<file path="config.mk">
export PLATFORM = sky130hd
export DESIGN_NAME = unsigned_restoring_divider_top
export DESIGN_NICKNAME = d
export VERILOG_FILES = /design/src/rtl/core/urd_pkg.sv /design/src/rtl/core/urd_cell.sv /design/src/rtl/core/unsigned_restoring_divider_top.sv
export SDC_FILE = /design/constraint.sdc
export NUM_CORES = 2
export LEC_CHECK = 0
export ABC_AREA = 1
export BUFFER_PORTS_ARGS = -buffer_cell sky130_fd_sc_hd__buf_2
export CORE_ASPECT_RATIO = 1.1
export CORE_MARGIN = 4
export CORE_UTILIZATION = 45
export CTS_CLUSTER_DIAMETER = 60
export DETAILED_ROUTE_END_ITERATION = 16
export GPL_TIMING_DRIVEN = 0
export SKIP_CTS_REPAIR_TIMING = 1
export SYNTH_ARGS = -nofsm -noshare
export SYNTH_HDL_FRONTEND = slang
export SYNTH_SLANG_ARGS = --single-unit
</file>
<file path="constraint.sdc">
create_clock -name clk -period 11.4 [get_ports clk]
set_input_delay 0.57 -clock clk [delete_from_list [all_inputs] [get_ports clk]]
set_output_delay 0.57 -clock clk [all_outputs]
set_load 0.02 [all_outputs]
</file>
<file path="src/rtl/core/urd_pkg.sv">
// Shared types and constants for the unsigned restoring divider.
// Used by the divider cell and the top level; depends on nothing else.
package urd_pkg;

  localparam int DATA_WIDTH = 32;
  localparam int NUM_CELLS  = DATA_WIDTH;

  typedef logic [DATA_WIDTH-1:0] word_t;

  typedef struct packed {
    word_t dividend_value;
    word_t divisor_value;
  } urd_in_t;

  typedef struct packed {
    word_t quotient_value;
    word_t remainder_value;
    logic  zero_divisor_flag;
  } urd_out_t;

  // Work carried from cell to cell. The nq word starts as the dividend; each
  // step shifts out its top bit into the remainder and shifts in a quotient bit.
  typedef struct packed {
    logic  zdiv;
    word_t den;
    word_t rem;
    word_t nq;
  } stage_t;

endpackage

</file>
<file path="src/rtl/core/urd_cell.sv">
// One restoring-division step with its own pipeline register and valid bit.
// Depends on urd_pkg for the stage type and the data width.
module urd_cell (
  input  logic            clk,
  input  logic            rst_n,
  input  logic            up_vld,
  input  urd_pkg::stage_t up_stage,
  output logic            up_en,
  input  logic            down_en,
  output logic            vld_r,
  output urd_pkg::stage_t stage_r
);
  import urd_pkg::*;

  logic                  carry;
  word_t                 shifted;
  logic [DATA_WIDTH:0]   diff;
  logic                  take;
  stage_t                stage_nxt;

  // The cell loads when it is empty or its content moves on in this cycle.
  assign up_en = !vld_r || down_en;

  // Trial subtraction at one extra bit keeps the carry out of the shift,
  // so divisors with the top bit set are handled correctly.
  always_comb begin
    carry   = up_stage.rem[DATA_WIDTH-1];
    shifted = {up_stage.rem[DATA_WIDTH-2:0], up_stage.nq[DATA_WIDTH-1]};
    diff    = {carry, shifted} - {1'b0, up_stage.den};
    take    = !diff[DATA_WIDTH];
    stage_nxt.zdiv = up_stage.zdiv;
    stage_nxt.den  = up_stage.den;
    stage_nxt.rem  = take ? diff[DATA_WIDTH-1:0] : shifted;
    stage_nxt.nq   = {up_stage.nq[DATA_WIDTH-2:0], take};
  end

  always_ff @(posedge clk) begin
    if (!rst_n) begin
      vld_r <= 1'b0;
    end else if (up_en) begin
      vld_r <= up_vld;
    end
  end

  always_ff @(posedge clk) begin
    if (up_en && up_vld) begin
      stage_r <= stage_nxt;
    end
  end

endmodule

</file>
<file path="src/rtl/core/unsigned_restoring_divider_top.sv">
// Top level of the pipelined unsigned restoring divider: a chain of
// urd_cell instances, one per quotient bit. Depends on urd_pkg and urd_cell.
//
//   channel   direction  handshake             payload
//   in_       input      in_valid / in_stall    urd_pkg::urd_in_t
//   out_      output     out_valid / out_stall  urd_pkg::urd_out_t
//
// The chain holds one cell per quotient bit, and the last cell's register
// is the output register.
// Throughput is one transaction per cycle while the output is not stalled.
// Reset clears the valid bit of every cell; payload registers are not reset.
// A stalled output holds the last cell; empty cells upstream keep filling,
// and in_stall rises only when every cell holds a transaction.
module unsigned_restoring_divider_top (
  input  logic              clk,
  input  logic              rst_n,
  input  logic              in_valid,
  output logic              in_stall,
  input  urd_pkg::urd_in_t  in_data,
  output logic              out_valid,
  input  logic              out_stall,
  output urd_pkg::urd_out_t out_data
);
  import urd_pkg::*;

  logic   vld   [NUM_CELLS+1];
  stage_t stage [NUM_CELLS+1];
  logic   en    [NUM_CELLS+1];
  logic [NUM_CELLS-1:0] vld_vec;

  // A zero divisor needs no special path: every trial subtraction succeeds,
  // giving an all-ones quotient and leaving the dividend as remainder.
  assign vld[0]        = in_valid;
  assign stage[0].zdiv = (in_data.divisor_value == '0);
  assign stage[0].den  = in_data.divisor_value;
  assign stage[0].rem  = '0;
  assign stage[0].nq   = in_data.dividend_value;

  assign en[NUM_CELLS] = !out_stall;

  for (genvar k = 0; k < NUM_CELLS; k++) begin : g_cell
    urd_cell u_cell (
      .clk      (clk),
      .rst_n    (rst_n),
      .up_vld   (vld[k]),
      .up_stage (stage[k]),
      .up_en    (en[k]),
      .down_en  (en[k+1]),
      .vld_r    (vld[k+1]),
      .stage_r  (stage[k+1])
    );
    assign vld_vec[k] = vld[k+1];
  end

  assign in_stall                   = !en[0];
  assign out_valid                  = vld[NUM_CELLS];
  assign out_data.quotient_value    = stage[NUM_CELLS].nq;
  assign out_data.remainder_value   = stage[NUM_CELLS].rem;
  assign out_data.zero_divisor_flag = stage[NUM_CELLS].zdiv;

  // The input can only be held off when the whole chain is occupied.
  a_stall_full: assert property (@(posedge clk) disable iff (!rst_n)
    in_stall |-> (&vld_vec))
    else $error("input stalled while the chain has an empty cell");

  a_zero_quot: assert property (@(posedge clk) disable iff (!rst_n)
    (out_valid && out_data.zero_divisor_flag) |-> (out_data.quotient_value == '1))
    else $error("zero divisor did not give an all-ones quotient");

  a_rem_range: assert property (@(posedge clk) disable iff (!rst_n)
    (out_valid && !out_data.zero_divisor_flag)
      |-> (out_data.remainder_value < stage[NUM_CELLS].den))
    else $error("remainder not below the divisor");

  a_hold: assert property (@(posedge clk) disable iff (!rst_n)
    (out_valid && out_stall) |=> out_valid)
    else $error("stalled result dropped from the last cell");

endmodule
</file>
# After elaboration in Yosys (flattened, before gate mapping)
# Index checks and enable logic that the tools add are counted.
dict set report op_classes {
  n_bitwise 0
  order_cmp 0
  n_eq_ne 0
  multipliers 0
  n_mux 32
  reduce_logical 131
  div_mod_pow 0
  n_shift 0
  n_addsub 32
}
# operator n
set op_table {}
lappend op_table {{$sub A33 B32 Y33} 31}
lappend op_table {{$mux W32} 31}
lappend op_table {{$logic_not A1 Y1} 66}
lappend op_table {{$sub A1 B32 Y33} 1}
lappend op_table {{$logic_and A1 B1 Y1} 32}
lappend op_table {{$logic_not A32 Y1} 1}
lappend op_table {{$logic_or A1 B1 Y1} 32}
lappend op_table {{$mux W1} 1}
dict set report totals {
  rom_bits 0
  mem_count 0
  word_cells 355
  latch_bits 0
  input_bits 68
  regBits 3104
  ram_bits 0
  out_inout_bits 67
}

# Depth between registers and ports, before layout
dict set report logic_depth {
  word_depth 34
  mapped_depth 26
}

# Cells and area by module
# Synthesis repeated with hierarchy kept, for this count alone.
dict set report unflattened {
  hier_cells 25205
  area_unflattened_um2 197869.8
}
# module seq_area_each_um2 n_inst cells_each area_each_um2
set modules_own_cells {}
lappend modules_own_cells {{urd_cell (g_cell[21].u_cell ...)} 2932.8 19 787 6217.2}
lappend modules_own_cells {{urd_cell (g_cell[13].u_cell ...)} 2932.8 9 786 6120.9}
lappend modules_own_cells {{urd_cell (g_cell[10].u_cell ...)} 2932.8 3 786 6119.6}
lappend modules_own_cells {{urd_cell (g_cell[0].u_cell)} 2932.8 1 786 6168.4}
lappend modules_own_cells {unsigned_restoring_divider_top 0.0 1 34 127.6}

# Worst setup path before layout
# Ideal clock, no wire load.
dict set report synth_path {
  path_type {input to register}
  startpoint {in out_stall}
  endpoint {reg g_cell[4].u_cell.stage_r[0] in the netlist's numbering (enable)}
  arrival_time_ns 6.228
  stages 17
  slack_ns 4.588
  cell_sequence {nand2_2 nor2_4 nand4_4 nor2_4 nand4_4 nor2_4 nand4_4 nor2_4 nand4_4 nor2_4 nand4_4 nor2_4 nand4_4 nor2_4 inv_1 nor2_2 a21oi_1}
}
dict set report synth_via {
  elab_chain_cells 30
}
# item line
set synth_lines {}
lappend synth_lines {{from (decl)} unsigned_restoring_divider_top.sv:21} ;# input logic out_stall,
lappend synth_lines {{$logic_not A1 Y1} unsigned_restoring_divider_top.sv:39} ;# assign en[NUM_CELLS] = !out_stall;
lappend synth_lines {{$logic_or A1 B1 Y1 (28 in series)} urd_cell.sv:22} ;# assign up_en = !vld_r || down_en;
lappend synth_lines {{$logic_and A1 B1 Y1} urd_cell.sv:46} ;# if (up_en && up_vld) begin
lappend synth_lines {{to (signal assigned)} urd_cell.sv:47} ;# stage_r <= stage_nxt;
lappend synth_lines {{to (decl)} urd_cell.sv:11} ;# output urd_pkg::stage_t stage_r
# Every way passes these cells.
# A chain may end at the register's enable or synchronous reset.

# Worst setup path after layout
dict set report layout_path {
  startpoint {reg g_cell[31].u_cell.vld_r}
  endpoint {out in_stall}
}
dict set report layout_via {
  elab_chain_cells 34
}
# item line
set layout_lines {}
lappend layout_lines {{from (decl)} urd_cell.sv:10} ;# output logic vld_r,
lappend layout_lines {{from (signal assigned)} urd_cell.sv:41} ;# vld_r <= up_vld;
lappend layout_lines {{$logic_not A1 Y1} urd_cell.sv:22}
lappend layout_lines {{$logic_or A1 B1 Y1 (32 in series)} urd_cell.sv:22}
lappend layout_lines {{$logic_not A1 Y1} unsigned_restoring_divider_top.sv:55} ;# assign in_stall = !en[0];
lappend layout_lines {{to (decl)} unsigned_restoring_divider_top.sv:18} ;# output logic in_stall,
# Every way passes these cells.

==> metrics.yaml <==
synth_edf_count: 3072
die_h_um: 624
p_per_area_mw_per_mm2: 139
status: "complete, no violations"
drtIter0Drc: 4908
ys_ff_latch: 3104
yosysSeqAreaShare_pct: 59.7
vias: 96800
synthesis.area_sq_mm: 0.155
critPathLaunch: "g_cell[31].u_cell.vld_r"
clock.fmax_mhz: 230
cts_tree: "done"
cp-end-kind: "primary output"
antenna_found_initial: 5
die_x_um: 568
critPathArrivalTime_ps: 3780
finalInstanceArea_sq_mm: 0.176
cts_root_buf: "clkbuf_16"
grt_use_total_pct: 18.5
io_buffers: 134
worstHoldStart: "in_data[63]"
cap_violations: 0
synthArstFlopShare_pct: 0
p_leak_uw: 0.0694
grt_max_degree: 73
fill_cells: 30100
clkTransAtPathRegs_ps: 60
wl_per_cell_um: 17.4
detail-route-antenna-nets: 0
min_period_ps: 4350
gp_congestion: 0.890
fin_worst_skew_ps: 32.7
worstSetupPathType: "flip-flop to primary output"
synth_ff_type: "edfxtp_1"
fp.dieArea_sq_mm: 0.355
hold_end: "g_cell[0].u_cell.stage_r[32]"
cp_slowest_cell: "dfxtp_1"
fin_tns_setup_ps: 0
r2r_start: "g_cell[23].u_cell.stage_r[31]"
core_sq_mm: 0.344
dpl.cell_count: 18400
slew_viol_final: 0
grt.overflow.total: 0
vdd.ir_drop.worst_mv: 0.141
ys_warn_count: 0
crit_family: "simple AND/OR/NAND/NOR gates"
area_growth_syn_to_layout_pct: 12.9
syn_area_per_cell_sq_um: 11.4
dpl_cell_area_sq_mm: 0.164
p_total_uw: 24400
rsz0062_at_grt: "no"
clock_latency_ps: 910
postSynthCellCount: 13600
worst_pin_slew_ps: 850
post-place-ws_ps: 6750
crit_fanout: 4
cts_buffer_depth: 4
initial_core_util_pct: 45.1
wl_mm: 333
final_nets: 15400
worstSetupStartpointType: "flip-flop"
drc: 0
cts_max_level: 5
drt_first_pass_iters: 5
hold_viol: 0
grt_pass1_wl_mm: 525
r2r_cells: 25
slew_headroom_pct: 43.1
io_pins: 135
hold_depth: 3
cpPeakStageDelay_ps: 400
finalCritPeriodShare_pct: 38.1
critPathBufInv: 2
cts_made_buffers: 349
synth_cell_types: 56
regToRegEndpoint: "g_cell[24].u_cell.stage_r[57]"
rows: 226
fin_cells: 19100
via_per_inst: 5.06
cp_cell_sequence: "nand2_2, nor2_4, nand4_4, nor2_4, nand4_4, nor2_4, nand4_4, nor2_4, nand4_4, nor2_4, nand4_4, nor2_4, nand4_4, nor2_4, nand4_4, nor2_4, nand3_2, inv_2, buf_2"
required_ps: 10830
drive_gt1_share_pct: 9.56
hold_path_class: "primary input to flip-flop"
setup_viol: 0
setup_ws_ps: 7050
cts_sinks: 3104
crit_path_frequent_cell: "nor2_4"
dp_hpwl_mm: 261
r2r_slack_ps: 7220
grt_pass1_vias: 98200
[layer usage]
| metal | vias to the layer above | share of wire, % | GRT usage [%] | wire (um) |
|---|---|---|---|---|
| li1 | 49000 | - | - | - |
| met1 | 45700 | 38 | 20.0 | 127000 |
| met2 | 1442 | 55 | 36.4 | 182000 |
| met3 | 646 | 3.3 | 2.38 | 11000 |
| met4 | 0 | 3.7 | 6.56 | 12400 |
| met5 | - | 0 | 0 | 0 |
[cell usage in the layout, fill, tap and decap left out, types with 127 or more instances in the layout]
cell	synthesis	layout
inv_1	1789	1774
nand4_1	127	127
nor2_1	626	613
xor2_1	422	422
a31oi_1	154	154
a21oi_1	1038	1034
xnor2_1	494	494
o21bai_1	138	138
edfxtp_1	3072	3072
buf_2	2	136
o21ai_2	217	217
nand3_1	140	140
o21ai_1	789	789
clkbuf_16	0	350
nand2_1	2355	2355
o21ai_0	315	315
ha_1	994	994
[how the worst max path moves through the flow]
stage	endpoint	slack (ps)	cells past startpoint
2_1_floorplan	g_cell[4].u_cell.stage_r[0]	4590	17
3_3_place_gp	g_cell[1].u_cell.stage_r[7]	1540	18
3_5_place_dp	g_cell[0].u_cell.stage_r[63]	6750	6
4_1_cts	in_stall	6930	19
5_1_grt	in_stall	6760	19
6_report	in_stall	7050	19
[logic make-up (layout without fill, tap and decap cells)]
family	count (synthesis)	count (layout)	share of synthesized area [%]
flip-flops	3104	3104	59.7
buffers and inverters	2014	2914	5.77
XOR/XNOR	916	916	5.16
adder cells (fa/ha/maj)	1025	1025	8.40
other	1	29	0.00241
AND/OR/NAND/NOR	3496	3496	9.24
AO/OA/AOI/OAI	3073	3073	11.7
[state kept, by name (all words and copies together), names as in the netlist]
signal / count
g_cell.u_cell.vld_r: 32
g_cell.u_cell.stage_r: 3072
[stage by stage]
stage                     hold WS, ps  utilization [%]
after floorplan                   400                -
after global placement            400             47.0
after detailed placement          405             47.5
after CTS                        -267             50.8
after global routing             13.8             51.0
final                            13.2             51.0
[layout make-up]
class | instances | area (sq um) | share of cell area (%)
tap | 4560 | 5710 | 3.25
inverter | 1823 | 6970 | 3.97
timing repair buffer | 267 | 2810 | 1.60
buffer | 191 | 2040 | 1.16
clock inverter | 215 | 2260 | 1.29
multi-input combinational | 8525 | 53800 | 30.7
antenna | 14 | 35.0 | 0.0200
clock buffer | 418 | 9030 | 5.15
sequential | 3104 | 92900 | 52.9
[worst min-delay path, stage by stage]
cell	delay, ps
buf_2	80
nand2_1	40
o21ai_0	90
[power breakdown]
group | internal [uW] | switching, uW
logic | 337 | 511
registers | 12500 | 48.0
clock network | 6390 | 4630
[cells in the mapped netlist, types with 18 or more instances]
library cell,instances,area [sq um]
o21ai_2,217,1900
xor2_1,422,3700
o21a_1,109,818
inv_4,29,181
inv_1,1789,6720
edfxtp_1,3072,92200
a21boi_0,46,345
o21bai_1,138,1040
a21oi_2,65,569
nand2_1,2355,8840
o21bai_2,18,203
o21ai_1,789,3950
fa_1,31,621
nand2_2,69,432
o21ai_0,315,1580
buf_6,126,1420
nand3b_1,44,330
ha_1,994,12400
xnor2_1,494,4330
buf_4,41,308
a21oi_1,1038,5190
nand4_1,127,795
nor3_1,91,455
dfxtp_1,32,641
nor2_1,626,2350
a31oi_1,154,963
nand3_1,140,701
a21boi_2,28,315
a21o_1,30,225
a21boi_1,49,368
Power figures use the tool's default switching activity.
